==> src/rtl/pidf_pkg.sv <==
// ----------------------------------------------------------------------------
// pidf_pkg: shared types and constants of the filtered-derivative PID core
// Data types, register indexes, request codes, filter weights and the
// signed 32-bit saturation helper.
// ----------------------------------------------------------------------------
`default_nettype none

package pidf_pkg;

	localparam int DATA_W    = 32;
	localparam int DT_FRAC_W = 24;

	typedef logic signed [DATA_W-1:0] sdata_t;
	typedef logic        [DATA_W-1:0] udata_t;
	typedef logic        [2:0]        cfg_idx_t;

	localparam cfg_idx_t CFG_PROP_GAIN  = 3'd0;
	localparam cfg_idx_t CFG_INTEG_GAIN = 3'd1;
	localparam cfg_idx_t CFG_DERIV_GAIN = 3'd2;
	localparam cfg_idx_t CFG_LIMIT_HIGH = 3'd3;
	localparam cfg_idx_t CFG_LIMIT_LOW  = 3'd4;
	localparam cfg_idx_t CFG_RUN_ENABLE = 3'd5;

	localparam logic REQ_COMPUTE = 1'b0;
	localparam logic REQ_CLEAR   = 1'b1;

	localparam sdata_t LIMIT_HIGH_RST = 32'sd65536;
	localparam sdata_t LIMIT_LOW_RST  = -32'sd65536;

	// Q0.16 smoothing weights, 0.9 and 0.1, summing to exactly one
	localparam logic signed [DATA_W:0] SMOOTH_OLD_W = 33'sd58982;
	localparam logic signed [DATA_W:0] SMOOTH_NEW_W = 33'sd6554;

	function automatic sdata_t sat32(input logic signed [63:0] v);
		sdata_t r;
		if (v > 64'sd2147483647) begin
			r = 32'sh7FFF_FFFF;
		end else if (v < -64'sd2147483648) begin
			r = 32'sh8000_0000;
		end else begin
			r = v[31:0];
		end
		return r;
	endfunction

endpackage

`default_nettype wire

==> src/rtl/pidf_if.sv <==
// ----------------------------------------------------------------------------
// pidf_if: request and response channels of the PID core
// Valid/ready channels; a transaction completes when valid and ready are high.
// ----------------------------------------------------------------------------
`default_nettype none

interface pidf_req_if;
	import pidf_pkg::*;

	logic   valid;
	logic   ready;
	logic   req_type;
	sdata_t target;
	sdata_t measured;
	udata_t step_time;

	modport source (output valid, req_type, target, measured, step_time, input ready);
	modport sink   (input valid, req_type, target, measured, step_time, output ready);
endinterface

interface pidf_rsp_if;
	import pidf_pkg::*;

	logic   valid;
	logic   ready;
	sdata_t drive;

	modport source (output valid, drive, input ready);
	modport sink   (input valid, drive, output ready);
endinterface

`default_nettype wire

==> src/rtl/pidf_div.sv <==
// ----------------------------------------------------------------------------
// pidf_div: bit-serial signed divider for the raw derivative
// Computes sat32((dividend << 24) / divisor), truncated toward zero, one
// quotient bit per cycle by restoring division on the magnitude.
// ----------------------------------------------------------------------------
`default_nettype none

module pidf_div (
	input  wire             clk,
	input  wire             arst_n,
	input  wire             start,
	input  pidf_pkg::sdata_t dividend,
	input  pidf_pkg::udata_t divisor,
	output logic            busy,
	output logic            done,
	output pidf_pkg::sdata_t quotient
);
	import pidf_pkg::*;

	localparam int NUM_W = DATA_W + DT_FRAC_W;
	localparam int CNT_W = $clog2(NUM_W);

	logic               busy_q;
	logic               done_q;
	logic               neg_q;
	logic [CNT_W-1:0]   cnt_q;
	udata_t             rem_q;
	udata_t             dvs_q;
	logic [NUM_W-1:0]   quo_q;

	udata_t             mag;
	logic [DATA_W:0]    rem_sh;
	logic [DATA_W:0]    rem_nx;
	logic               ge;

	assign mag    = dividend[DATA_W-1] ? (~dividend + 1'b1) : dividend;
	assign rem_sh = {rem_q, quo_q[NUM_W-1]};
	assign ge     = rem_sh >= {1'b0, dvs_q};
	assign rem_nx = ge ? (rem_sh - {1'b0, dvs_q}) : rem_sh;

	always_ff @(posedge clk or negedge arst_n) begin
		if (!arst_n) begin
			busy_q <= 1'b0;
			done_q <= 1'b0;
			cnt_q  <= '0;
		end else begin
			done_q <= 1'b0;
			if (start) begin
				busy_q <= 1'b1;
				cnt_q  <= '0;
				neg_q  <= dividend[DATA_W-1];
				dvs_q  <= divisor;
				rem_q  <= '0;
				quo_q  <= {mag, {DT_FRAC_W{1'b0}}};
			end else if (busy_q) begin
				quo_q <= {quo_q[NUM_W-2:0], ge};
				rem_q <= rem_nx[DATA_W-1:0];
				cnt_q <= cnt_q + 1'b1;
				if (cnt_q == CNT_W'(NUM_W - 1)) begin
					busy_q <= 1'b0;
					done_q <= 1'b1;
				end
			end
		end
	end

	// apply the sign and saturate the magnitude to the signed 32-bit range
	always_comb begin
		if (!neg_q) begin
			if (|quo_q[NUM_W-1:DATA_W-1]) begin
				quotient = 32'sh7FFF_FFFF;
			end else begin
				quotient = quo_q[DATA_W-1:0];
			end
		end else begin
			if ((|quo_q[NUM_W-1:DATA_W]) ||
			    (quo_q[DATA_W-1] && (|quo_q[DATA_W-2:0]))) begin
				quotient = 32'sh8000_0000;
			end else begin
				quotient = ~quo_q[DATA_W-1:0] + 1'b1;
			end
		end
	end

	assign busy = busy_q;
	assign done = done_q;

endmodule

`default_nettype wire

==> src/rtl/pid_controller_filtered_derivative_core.sv <==
// ----------------------------------------------------------------------------
// pid_controller_filtered_derivative_core: PID controller, smoothed derivative
// Signed Q16.16 PID with a clamped integral and a 0.9/0.1 derivative filter.
// ----------------------------------------------------------------------------
// Usage:
//   req carries one request per transaction: compute (target, measured,
//   step_time) or clear. rsp returns one drive value per request, in order.
//   Registers are written through cfg_we / cfg_index / cfg_data; the user must
//   do so only while idle, unchecked by the block. An index above five is ignored.
// Sequencing:
//   A compute request runs the multiplies for the P, I and D terms, then the
//   derivative division, skipped when step_time is zero, and the smoothing
//   filter before rsp valid. A clear request or a compute request while
//   run_enable is low goes straight to the output register. The next request
//   is taken only once the previous result is loaded into the output register.
//   A bit-serial divider resolves the 56 quotient bits, one a cycle.
//   Products go through one shared 33x33 multiplier, one per cycle.
//   One request is worked on at a time; req.ready is high only when idle.
// Reset: gains clear, limits go to +1.0 / -1.0, run_enable is set, and the
//   integral, previous error, last drive and filter state go to zero.
// Stall: a result waits in the output register while rsp.ready is low; the
//   next request may be taken and computed, then waits to load it.
// ----------------------------------------------------------------------------
`default_nettype none

module pid_controller_filtered_derivative_core (
	input  wire              clk,
	input  wire              arst_n,
	pidf_req_if.sink         req,
	pidf_rsp_if.source       rsp,
	input  wire              cfg_we,
	input  pidf_pkg::cfg_idx_t cfg_index,
	input  pidf_pkg::udata_t cfg_data
);
	import pidf_pkg::*;

	typedef enum logic [3:0] {
		S_IDLE,
		S_MUL_P,
		S_MUL_I,
		S_MUL_INC,
		S_MUL_D,
		S_DIV_START,
		S_DIV,
		S_SMOOTH_A,
		S_SMOOTH_B,
		S_SMOOTH_SUM,
		S_FIN,
		S_EMIT
	} state_t;

	state_t state_q;

	// configuration
	sdata_t kp_q, ki_q, kd_q, lim_hi_q, lim_lo_q;
	logic   run_en_q;

	// controller state
	sdata_t integ_q, last_err_q, last_drive_q, dsmooth_q;

	// per-request working registers
	sdata_t err_q, diff_q, pterm_q, raw_q;
	udata_t dt_q;
	logic signed [63:0] prod_q;
	logic signed [63:0] sum_q;

	// output register
	logic   out_valid_q;
	sdata_t out_drive_q;

	logic signed [DATA_W:0]     mul_a, mul_b;
	logic signed [2*DATA_W+1:0] prod;
	sdata_t sh16, sh24;

	logic   div_start, div_busy, div_done;
	sdata_t div_quo;

	function automatic logic signed [63:0] sx64(input sdata_t v);
		return {{32{v[31]}}, v};
	endfunction

	function automatic sdata_t clamp(input sdata_t v, input sdata_t hi, input sdata_t lo);
		sdata_t r;
		r = v;
		if (r > hi) begin
			r = hi;
		end
		if (r < lo) begin
			r = lo;
		end
		return r;
	endfunction

	assign sh16 = sat32(prod_q >>> 16);
	assign sh24 = sat32(prod_q >>> DT_FRAC_W);

	// shared multiplier operand select
	always_comb begin
		unique case (state_q)
			S_MUL_P: begin
				mul_a = {kp_q[31], kp_q};
				mul_b = {err_q[31], err_q};
			end
			S_MUL_I: begin
				mul_a = {ki_q[31], ki_q};
				mul_b = {err_q[31], err_q};
			end
			S_MUL_INC: begin
				mul_a = {sh16[31], sh16};
				mul_b = {1'b0, dt_q};
			end
			S_MUL_D: begin
				mul_a = {kd_q[31], kd_q};
				mul_b = {diff_q[31], diff_q};
			end
			S_SMOOTH_A: begin
				mul_a = SMOOTH_OLD_W;
				mul_b = {dsmooth_q[31], dsmooth_q};
			end
			S_SMOOTH_B: begin
				mul_a = SMOOTH_NEW_W;
				mul_b = {raw_q[31], raw_q};
			end
			default: begin
				mul_a = '0;
				mul_b = '0;
			end
		endcase
	end

	assign prod = mul_a * mul_b;

	assign div_start = (state_q == S_DIV_START) && (dt_q != '0);

	pidf_div u_div (
		.clk      (clk),
		.arst_n   (arst_n),
		.start    (div_start),
		.dividend (sh16),
		.divisor  (dt_q),
		.busy     (div_busy),
		.done     (div_done),
		.quotient (div_quo)
	);

	always_ff @(posedge clk or negedge arst_n) begin
		if (!arst_n) begin
			state_q      <= S_IDLE;
			kp_q         <= '0;
			ki_q         <= '0;
			kd_q         <= '0;
			lim_hi_q     <= LIMIT_HIGH_RST;
			lim_lo_q     <= LIMIT_LOW_RST;
			run_en_q     <= 1'b1;
			integ_q      <= '0;
			last_err_q   <= '0;
			last_drive_q <= '0;
			dsmooth_q    <= '0;
			out_valid_q  <= 1'b0;
		end else begin
			if (cfg_we) begin
				unique case (cfg_index)
					CFG_PROP_GAIN:  kp_q     <= cfg_data;
					CFG_INTEG_GAIN: ki_q     <= cfg_data;
					CFG_DERIV_GAIN: kd_q     <= cfg_data;
					CFG_LIMIT_HIGH: lim_hi_q <= cfg_data;
					CFG_LIMIT_LOW:  lim_lo_q <= cfg_data;
					CFG_RUN_ENABLE: run_en_q <= cfg_data[0];
					default: ;
				endcase
			end

			// in S_EMIT the load below decides the output valid
			if (rsp.valid && rsp.ready && (state_q != S_EMIT)) begin
				out_valid_q <= 1'b0;
			end

			unique case (state_q)
				S_IDLE: begin
					if (req.valid) begin
						dt_q  <= req.step_time;
						err_q <= sat32(sx64(req.target) - sx64(req.measured));
						if (req.req_type == REQ_CLEAR) begin
							integ_q      <= '0;
							last_err_q   <= '0;
							last_drive_q <= '0;
							state_q      <= S_EMIT;
						end else if (!run_en_q) begin
							state_q <= S_EMIT;
						end else begin
							state_q <= S_MUL_P;
						end
					end
				end
				S_MUL_P: begin
					prod_q  <= prod[63:0];
					diff_q  <= sat32(sx64(err_q) - sx64(last_err_q));
					state_q <= S_MUL_I;
				end
				S_MUL_I: begin
					pterm_q <= sh16;
					prod_q  <= prod[63:0];
					state_q <= S_MUL_INC;
				end
				S_MUL_INC: begin
					prod_q  <= prod[63:0];
					state_q <= S_MUL_D;
				end
				S_MUL_D: begin
					integ_q <= clamp(sat32(sx64(integ_q) + sx64(sh24)), lim_hi_q, lim_lo_q);
					prod_q  <= prod[63:0];
					state_q <= S_DIV_START;
				end
				S_DIV_START: begin
					// zero step time: no division, raw derivative is zero
					if (dt_q == '0) begin
						raw_q   <= '0;
						state_q <= S_SMOOTH_A;
					end else begin
						state_q <= S_DIV;
					end
				end
				S_DIV: begin
					if (div_done) begin
						raw_q   <= div_quo;
						state_q <= S_SMOOTH_A;
					end
				end
				S_SMOOTH_A: begin
					prod_q  <= prod[63:0];
					state_q <= S_SMOOTH_B;
				end
				S_SMOOTH_B: begin
					sum_q   <= prod_q;
					prod_q  <= prod[63:0];
					state_q <= S_SMOOTH_SUM;
				end
				S_SMOOTH_SUM: begin
					dsmooth_q <= sat32((sum_q + prod_q) >>> 16);
					state_q   <= S_FIN;
				end
				S_FIN: begin
					last_drive_q <= clamp(sat32(sx64(pterm_q) + sx64(integ_q) + sx64(dsmooth_q)),
					                      lim_hi_q, lim_lo_q);
					last_err_q   <= err_q;
					state_q      <= S_EMIT;
				end
				S_EMIT: begin
					// hold until the output register is free
					if (!out_valid_q || rsp.ready) begin
						out_drive_q <= last_drive_q;
						out_valid_q <= 1'b1;
						state_q     <= S_IDLE;
					end
				end
				default: state_q <= S_IDLE;
			endcase
		end
	end

	assign req.ready = (state_q == S_IDLE);
	assign rsp.valid = out_valid_q;
	assign rsp.drive = out_drive_q;

`ifndef NO_ASSERTIONS
	a_drive_in_limits: assert property (@(posedge clk) disable iff (!arst_n)
		(state_q == S_FIN) && (lim_lo_q <= lim_hi_q) |=>
		(last_drive_q <= $past(lim_hi_q)) && (last_drive_q >= $past(lim_lo_q)))
		else $error("computed drive outside the output limits");

	a_div_done_in_wait: assert property (@(posedge clk) disable iff (!arst_n)
		div_done |-> (state_q == S_DIV))
		else $error("divider finished outside the wait state");

	a_idle_div_quiet: assert property (@(posedge clk) disable iff (!arst_n)
		req.ready |-> !div_busy)
		else $error("request accepted while the divider is busy");
`endif

endmodule

`default_nettype wire

==> src/flat_wrapper.sv <==
// flat-port wrapper written by rule: the top's interface ports become plain ports
module pid_controller_filtered_derivative_core_flat import pidf_pkg::*;
  (clk, arst_n, cfg_we, cfg_index, cfg_data, req_valid, req_req_type, req_target, req_measured, req_step_time, req_ready, rsp_valid, rsp_drive, rsp_ready);
  pidf_req_if req_i ();
  pidf_rsp_if rsp_i ();
  input  wire clk;
  input  wire arst_n;
  input  wire cfg_we;
  input  pidf_pkg::cfg_idx_t cfg_index;
  input  pidf_pkg::udata_t cfg_data;
  input wire logic [$bits(req_i.valid)-1:0] req_valid;
  input wire logic [$bits(req_i.req_type)-1:0] req_req_type;
  input wire logic [$bits(req_i.target)-1:0] req_target;
  input wire logic [$bits(req_i.measured)-1:0] req_measured;
  input wire logic [$bits(req_i.step_time)-1:0] req_step_time;
  output wire logic [$bits(req_i.ready)-1:0] req_ready;
  output wire logic [$bits(rsp_i.valid)-1:0] rsp_valid;
  output wire logic [$bits(rsp_i.drive)-1:0] rsp_drive;
  input wire logic [$bits(rsp_i.ready)-1:0] rsp_ready;
  assign req_i.valid = req_valid;
  assign req_i.req_type = req_req_type;
  assign req_i.target = req_target;
  assign req_i.measured = req_measured;
  assign req_i.step_time = req_step_time;
  assign req_ready = req_i.ready;
  assign rsp_valid = rsp_i.valid;
  assign rsp_drive = rsp_i.drive;
  assign rsp_i.ready = rsp_ready;
  pid_controller_filtered_derivative_core u_core (.clk(clk), .arst_n(arst_n), .req(req_i), .rsp(rsp_i), .cfg_we(cfg_we), .cfg_index(cfg_index), .cfg_data(cfg_data));
endmodule
==> config.mk <==
export PLATFORM = sky130hd
export DESIGN_NAME = pid_controller_filtered_derivative_core_flat
export DESIGN_NICKNAME = d
export VERILOG_FILES = /design/src/rtl/pidf_pkg.sv /design/src/rtl/pidf_if.sv /design/src/rtl/pidf_div.sv /design/src/rtl/pid_controller_filtered_derivative_core.sv /design/src/flat_wrapper.sv
export SDC_FILE = /design/constraint.sdc
export NUM_CORES = 2
export LEC_CHECK = 0
export ABC_AREA = 1
export BUFFER_PORTS_ARGS = -buffer_cell sky130_fd_sc_hd__buf_2
export CORE_MARGIN = 10
export CORE_UTILIZATION = 35
export CTS_BUF_LIST = sky130_fd_sc_hd__clkbuf_4
export CTS_CLUSTER_SIZE = 30
export DETAILED_ROUTE_END_ITERATION = 8
export PLACE_DENSITY = 0.53
export SLEW_MARGIN = 20
export SYNTH_ARGS = -nofsm -noshare
export SYNTH_HDL_FRONTEND = slang
export SYNTH_HIERARCHICAL = 1
export SYNTH_SLANG_ARGS = --single-unit
==> constraint.sdc <==
create_clock -name clk -period 9.72 [get_ports clk]
set_input_delay 0.972 -clock clk [delete_from_list [all_inputs] [get_ports clk]]
set_output_delay 0.972 -clock clk [all_outputs]
set_load 0.005 [all_outputs]
Word-level counts from Yosys, hierarchy flattened
Index checks and enable logic that the tools add are counted.

storage, ports and cells
  output and inout port bits = 34
  logic and storage cells = 177
  input bits = 137
  register bits = 743

cells by class
  bitwise operators = 2
  add/sub/neg operators = 10
  magnitude comparators = 19
  muxes and demuxes = 56
  eq/ne operators = 23
  $mul = 1
  reduce and logical (&&, ||, !) cells = 38

operators by type and width
  cell                     number
  $mux W32                 30
  $gt A64 B32 Y1 const B   4
  $lt A64 B32 Y1 const B   4
  $pmux W32 S2             4
  $pmux W33 S6             1
  $pmux W33 S5             1
  $mux W56                 2
  $gt A48 B32 Y1 const B   2
  $lt A48 B32 Y1 const B   2
  $add A32 B32 Y33         2
  $sub A32 B32 Y33         2
  $add A32 B1 Y32 const B  2
  $add A64 B64 Y64         1
  $gt A32 B32 Y1           2
  $lt A32 B32 Y1           2
  $mul A33 B33 Y64         1
  $not A32 Y32             2
  $pmux W4 S12             1
  $gt A40 B32 Y1 const B   1
  $lt A40 B32 Y1 const B   1
  $add A33 B32 Y34         1
  $ge A33 B32 Y1           1
  $logic_not A32 Y1        1
  $reduce_bool A32 Y1      1
  30 further kinds         78

Longest topological paths before layout
  depth in word-level cells = 14
  mapped depth = 59
  mapped depth without buffers = 55

Cells and area by module
Netlist, hierarchy kept.

modules (own cells, without submodules)
  module                                   cells each  area each (µm²)  instances
  pid_controller_filtered_derivative_core  9009        76570.9          1
  pidf_div                                 1414        10216.0          1

Worst setup path after synthesis
No wires, ideal clock.

  kind = flip-flop to flip-flop
  start point = reg u_core.state_q[2]
  end point = reg u_core.prod_q[61], data pin
  arrival = 8644 ps
  setup slack = 808 ps
  cell stages (with the launch flop) = 38
  required time = 9451 ps
  setup time = 269 ps
  cells stage by stage = dfrtp_1 > nor2_1 > inv_1 > nor2_1 > clkbuf_1 > buf_2 > buf_1 > nand2_1 > nand2_1 > clkbuf_1 > nand2_1 > fa_1 > inv_1 > fa_1 > inv_1 > fa_1 > fa_1 > inv_1 > [2 not listed] > fa_1 > inv_1 > fa_1 > fa_1 > ha_1 > nand2_1 > nor3_1 > inv_1 > nor4_1 > a21oi_1 > o21ai_0 > nand2_1 > nand2_1 > nand3_1 > o211ai_1 > a21oi_1 > o31ai_1 > xor2_1

on the way
  word-level cells in the longest chain between the ends = 4
  elaborated cells on any way between the ends = 10
  those cells by class = 1 x mul; 6 x eq/ne; 2 x mux; 1 x reduce/logical

ends and longest elaborated chain
  what                                          RTL line                                        source
  start: declaration                            pid_controller_filtered_derivative_core.sv:52   state_t state_q;
  start signal: assignment                      pid_controller_filtered_derivative_core.sv:148  state_q <= S_IDLE;
  start signal: assignment                      pid_controller_filtered_derivative_core.sv:187  state_q <= S_EMIT;
  start signal: assignment                      pid_controller_filtered_derivative_core.sv:189  state_q <= S_EMIT;
  $eq A4 B2 Y1 or $eq A4 B1 Y1 (tied branches)  pid_controller_filtered_derivative_core.sv:99   unique case (state_q)
  $reduce_or A2 Y1 (no line)                    -
  $pmux W33 S5                                  pid_controller_filtered_derivative_core.sv:99
  $mul A33 B33 Y64 (*)                          pid_controller_filtered_derivative_core.sv:131  assign prod = mul_a * mul_b;
  via u_core.prod[61]                           pid_controller_filtered_derivative_core.sv:72   logic signed [2*DATA_W+1:0] prod;
  end signal: assignment                        pid_controller_filtered_derivative_core.sv:196  prod_q <= prod[63:0];
  end signal: assignment                        pid_controller_filtered_derivative_core.sv:202  prod_q <= prod[63:0];
  end signal: assignment                        pid_controller_filtered_derivative_core.sv:206  prod_q <= prod[63:0];
  end: declaration                              pid_controller_filtered_derivative_core.sv:64   logic signed [63:0] prod_q;

The timed path passes the listed nets; every way through them passes the cells marked *.
A chain may end at the register's enable or synchronous reset.

Final worst setup path
Ends and elaborated chain as after synthesis.

==> flow_summary.html <==
<table>
<tr><th>Metric</th><th>Value</th></tr>
<tr><th colspan="2">Outcome</th></tr>
<tr><td>Result of the run</td><td>finished clean</td></tr>
<tr><th colspan="2">Drt</th></tr>
<tr><td>Count of TritonRoute iterations in the first routing pass</td><td>6</td></tr>
<tr><td>Number of vias after detailed routing</td><td>74100</td></tr>
<tr><td>Routed WL</td><td>335000 um</td></tr>
<tr><td>Average wire length per cell after detail routing</td><td>23.2 um</td></tr>
<tr><td>Via density per instance</td><td>5.14</td></tr>
<tr><td>Initial drt markers</td><td>6898</td></tr>
<tr><td>Remaining DRCs</td><td>0</td></tr>
<tr><td>Post-DRT Antenna Nets</td><td>0</td></tr>
<tr><th colspan="2">Synthesis</th></tr>
<tr><td>Flip-flop cell with the highest count after synthesis</td><td>sky130_fd_sc_hd__edfxtp_1</td></tr>
<tr><td>Count of yosys warnings during synthesis</td><td>6</td></tr>
<tr><td>Number of synthesized flops with an enable pin</td><td>441</td></tr>
<tr><td>Adder and majority gate portion of the synthesized area</td><td>34.5%</td></tr>
<tr><td>Register bit total from synthesis</td><td>743</td></tr>
<tr><td>Async set-or-reset flop fraction in the synthesized netlist</td><td>40.6%</td></tr>
<tr><td>Dominant combinational cell family by area after synthesis</td><td>adder cells</td></tr>
<tr><td>Synthesized netlist cell count</td><td>10400</td></tr>
<tr><td>Multiplexer area fraction after synthesis</td><td>0%</td></tr>
<tr><td>Number of distinct standard cells referenced by the synthesized netlist</td><td>74</td></tr>
<tr><td>Area share of and/or/nand/nor cells after synthesis</td><td>18.8%</td></tr>
<tr><td>Compound-gate portion of the synthesized area</td><td>9.15%</td></tr>
<tr><td>Syn_nets</td><td>12300</td></tr>
<tr><td>Sequential element share of the synthesized area</td><td>24.0%</td></tr>
<tr><td>Synthesized-area fraction occupied by xor and xnor cells</td><td>2.80%</td></tr>
<tr><td>Synthesized area per cell</td><td>8.33 um^2</td></tr>
<tr><td>Post-synthesis instance area</td><td>86800 um^2</td></tr>
<tr><th colspan="2">STA</th></tr>
<tr><td>Relative slew slack</td><td>26.1%</td></tr>
<tr><td>Final hold slack</td><td>0.157 ns</td></tr>
<tr><td>Max Transition Viols Final</td><td>0</td></tr>
<tr><td>Top achievable clock speed</td><td>106 MHz</td></tr>
<tr><td>Hold Vio Cnt, Final</td><td>0</td></tr>
<tr><td>Worst Max-Slew Pin Slew</td><td>1.10 ns</td></tr>
<tr><td>Final period demand of the worst path</td><td>9.39 ns</td></tr>
<tr><td>Setup Skew</td><td>0.110 ns</td></tr>
<tr><td>Number of setup violations in the final report</td><td>0</td></tr>
<tr><td>Crit share post-route</td><td>96.6%</td></tr>
<tr><th colspan="2">Power and ir drop</th></tr>
<tr><td>Internal Dissipation</td><td>9120 uW</td></tr>
<tr><td>Clock group share of total power</td><td>16.5%</td></tr>
<tr><td>Switching part of the total</td><td>49.6%</td></tr>
<tr><td>LEAKAGE</td><td>0.0472 uW</td></tr>
<tr><td>Worst vdd rail ir drop</td><td>0.000419 V</td></tr>
<tr><td>Psw</td><td>8990 uW</td></tr>
<tr><td>Combinational Power Share</td><td>61.8%</td></tr>
<tr><td>Pwr per Cell Area</td><td>185 nW/um^2</td></tr>
<tr><td>Sequential cell fraction of total power</td><td>21.8%</td></tr>
<tr><th colspan="2">Setup path</th></tr>
<tr><td>Required time worst endpoint</td><td>10.72 ns</td></tr>
<tr><td>Kind of critical path</td><td>reg2reg</td></tr>
<tr><td>Top cell by count, worst path</td><td>sky130_fd_sc_hd__fa_1</td></tr>
<tr><td>Critical path startpoint category</td><td>flip-flop</td></tr>
<tr><td>Arrival time at the worst endpoint</td><td>10.39 ns</td></tr>
<tr><td>Critical Path End Type</td><td>flip-flop</td></tr>
<tr><td>Biggest fanout along the worst timing path</td><td>33</td></tr>
<tr><td>Maximum cell stage delay along the critical path</td><td>0.59 ns</td></tr>
<tr><td>Cell type of the slowest stage on the worst timing path</td><td>sky130_fd_sc_hd__fa_1</td></tr>
<tr><th colspan="2">Placed design</th></tr>
<tr><td>Routability-driven placement congestion ratio</td><td>1.02</td></tr>
<tr><td>Post-detailed-placement half-perimeter wirelength</td><td>275000 um</td></tr>
<tr><td># placed instances</td><td>14000</td></tr>
<tr><td>Number of port buffers</td><td>170</td></tr>
<tr><th colspan="2">Layout</th></tr>
<tr><td>Share of layout cells above drive strength 1</td><td>11.7%</td></tr>
<tr><td>Final std cells w/o fill</td><td>14400</td></tr>
<tr><td>Largest registers</td><td>u_core/prod_q: 64 flops, u_core/sum_q: 64 flops, u_core/u_div/quo_q: 56 flops</td></tr>
<tr><td>Area delta synth-&gt;final</td><td>13.0%</td></tr>
<tr><td>Layout net count</td><td>12800</td></tr>
<tr><th colspan="2">Floorplanning</th></tr>
<tr><td>Height of the die</td><td>518 um</td></tr>
<tr><td>Die ar.</td><td>268000 um^2</td></tr>
<tr><td>Effective utilization at floorplan</td><td>35.2%</td></tr>
<tr><td>Top Ports</td><td>171</td></tr>
<tr><td>Width of the die</td><td>518 um</td></tr>
<tr><td>Site Rows</td><td>182</td></tr>
<tr><td>Total core area</td><td>246000 um^2</td></tr>
<tr><th colspan="2">GRT</th></tr>
<tr><td>Largest net degree at the start of global routing</td><td>72</td></tr>
<tr><td>Overall routing resource usage</td><td>24.4%</td></tr>
<tr><td>Wire length of the first global-routing pass</td><td>496000 um</td></tr>
<tr><td>Total global routing overflow</td><td>0</td></tr>
<tr><td>Number of global-route vias before repair</td><td>75600</td></tr>
<tr><td>Number of antenna violations at the first check in global routing</td><td>19</td></tr>
<tr><th colspan="2">CTS</th></tr>
<tr><td>Clock H-tree levels</td><td>4</td></tr>
<tr><td>Clock transition at the registers of the reported paths</td><td>0.07 ns</td></tr>
<tr><td>Library cell used as clock root buffer</td><td>sky130_fd_sc_hd__clkbuf_4</td></tr>
<tr><td>Clock buffer depth</td><td>3</td></tr>
<tr><td>Later-pin clock latency in the skew report</td><td>1.26 ns</td></tr>
<tr><td>Number of buffers created by CTS</td><td>205</td></tr>
<tr><td>Clock sink count</td><td>743</td></tr>
<tr><td>Clock tree from TritonCTS</td><td>done</td></tr>
<tr><th colspan="2">Job</th></tr>
<tr><td>Reported max-cap violation count</td><td>0</td></tr>
<tr><th colspan="2">Min path</th></tr>
<tr><td>Worst min path class</td><td>in2reg</td></tr>
</table>
## layout by cell type, fill, tap and decap left out, types with 47 or more instances in the layout
| cell type | n |
|---|---|
| sky130_fd_sc_hd__nand2_1 | 2577 |
| sky130_fd_sc_hd__inv_1 | 1992 |
| sky130_fd_sc_hd__fa_1 | 1142 |
| sky130_fd_sc_hd__o21ai_0 | 596 |
| sky130_fd_sc_hd__nor2_1 | 586 |
| sky130_fd_sc_hd__ha_1 | 563 |
| sky130_fd_sc_hd__edfxtp_1 | 441 |
| sky130_fd_sc_hd__buf_4 | 417 |
| sky130_fd_sc_hd__a21oi_1 | 386 |
| sky130_fd_sc_hd__nand3_1 | 334 |
| sky130_fd_sc_hd__clkbuf_4 | 297 |
| sky130_fd_sc_hd__dfrtp_1 | 284 |
| sky130_fd_sc_hd__buf_2 | 169 |
| sky130_fd_sc_hd__xnor2_1 | 143 |
| sky130_fd_sc_hd__xor2_1 | 134 |
| sky130_fd_sc_hd__nand3_2 | 73 |
| sky130_fd_sc_hd__o22ai_1 | 64 |
| sky130_fd_sc_hd__clkinv_1 | 62 |
| sky130_fd_sc_hd__a31oi_1 | 62 |
| sky130_fd_sc_hd__buf_12 | 56 |
| sky130_fd_sc_hd__o21ai_1 | 52 |
| sky130_fd_sc_hd__nand4_1 | 47 |
## metal layers
layer	global-route usage, %	up-vias	part of all wire, %
li1	-	33700	-
met1	32.4	37100	43
met2	39.3	2766	46
met3	4.50	528	7.1
met4	9.41	4	4.5
met5	0	-	0.043
## worst max-delay path, delay by kind of cell, from the launching register on
kind,cells,cell delay [ns]
DFF,1,0.42
and+or+nand+nor,3,0.29
xor gates and xnor gates,1,0.17
AOI/OAI and AO/OA,8,1.97
adders and majority gates,9,4.28
buffers and inverters,15,1.91
## timing repair
| action | 4_1_cts | 5_1_grt |
|---|---|---|
| hold buffers | 44 | 0 |
| endpoints found under the setup margin | 19 | 56 |
| endpoints found under the hold margin | 89 | 0 |
| pin swaps | 0 | 2 |
| setup buffers | 0 | 15 |
| resized for setup | 10 | 77 |
## synth_stat cells, types with 52 or more instances
library cell	number	area share [%]
sky130_fd_sc_hd__fa_1	1142	26
sky130_fd_sc_hd__edfxtp_1	441	15
sky130_fd_sc_hd__dfrtp_1	284	8.2
sky130_fd_sc_hd__a21oi_1	400	2.3
sky130_fd_sc_hd__inv_1	2000	8.7
sky130_fd_sc_hd__a31oi_1	64	0.46
sky130_fd_sc_hd__nand2_1	2582	11
sky130_fd_sc_hd__xnor2_1	143	1.4
sky130_fd_sc_hd__o22ai_1	64	0.46
sky130_fd_sc_hd__nand3_2	71	0.82
sky130_fd_sc_hd__nor3_1	52	0.30
sky130_fd_sc_hd__nand3_1	336	1.9
sky130_fd_sc_hd__clkbuf_1	303	1.3
sky130_fd_sc_hd__xor2_1	134	1.4
sky130_fd_sc_hd__ha_1	563	8.1
sky130_fd_sc_hd__o21ai_0	610	3.5
sky130_fd_sc_hd__nor2_1	604	2.6
## kinds of logic after synthesis
kind of cell             Yosys count
AND/OR/NAND/NOR                 3872
buffers and inverters           2418
adder cells (fa/ha/maj)         1705
AO/OA/AOI/OAI                   1408
flip-flops                       743
XOR/XNOR                         277
## power groups by stage
| stage | clock network [uW] | logic (uW) | registers, uW |
|---|---|---|---|
| floorplan | 0 | 8180 | 3890 |
| global placement | 0 | 10700 | 4000 |
| detailed placement | 0 | 11000 | 4010 |
| CTS | 3080 | 11100 | 3950 |
| global route | 3240 | 12500 | 3980 |
| finish | 2980 | 11200 | 3950 |
## worst paths after layout
path | start | to | slack [ns] | depth (start not counted)
setup / recovery | u_core/state_q[2] | u_core/prod_q[61] | 0.33 | 36
min in group asynchronous | arst_n | u_core/ki_q[27] | 0.29 | 2
hold reg to reg | u_core/last_drive_q[6] | u_core/rsp.drive[6] | 0.45 | 0
setup reg to reg | u_core/state_q[2] | u_core/prod_q[61] | 0.33 | 36
hold / removal | cfg_data[16] | u_core/kd_q[16] | 0.16 | 3
max in group asynchronous | arst_n | u_core/lim_hi_q[7] | 6.62 | 5
## per-stage QoR
stage / TNS, ns / area [um^2] / util (%) / worst slack, ns / power [uW]
2_1_floorplan: 0 / 86800 / - / 0.808 / 12100
3_3_place_gp: -35.47 / 94400 / 38.3 / -1.39 / 14700
3_5_place_dp: -1.80 / 94400 / 38.3 / -0.265 / 15000
4_1_cts: 0 / 97600 / 39.6 / 0.0119 / 18100
5_1_grt: -0.0599 / 98000 / 39.8 / -0.0421 / 19700
6_report: 0 / 98000 / 39.8 / 0.326 / 18100
## area by class of cell
| cell class | instances | area (um^2) |
|---|---|---|
| clock inverter | 86 | 448 |
| antenna | 9 | 22.5 |
| multi-input combinational | 7262 | 57100 |
| fill | 25500 | 148000 |
| tap | 3312 | 4140 |
| inverter | 2026 | 7620 |
| clock buffer | 297 | 2230 |
| sequential | 743 | 20800 |
| timing repair buffer | 698 | 5680 |
(Power assumes the default switching activity.)
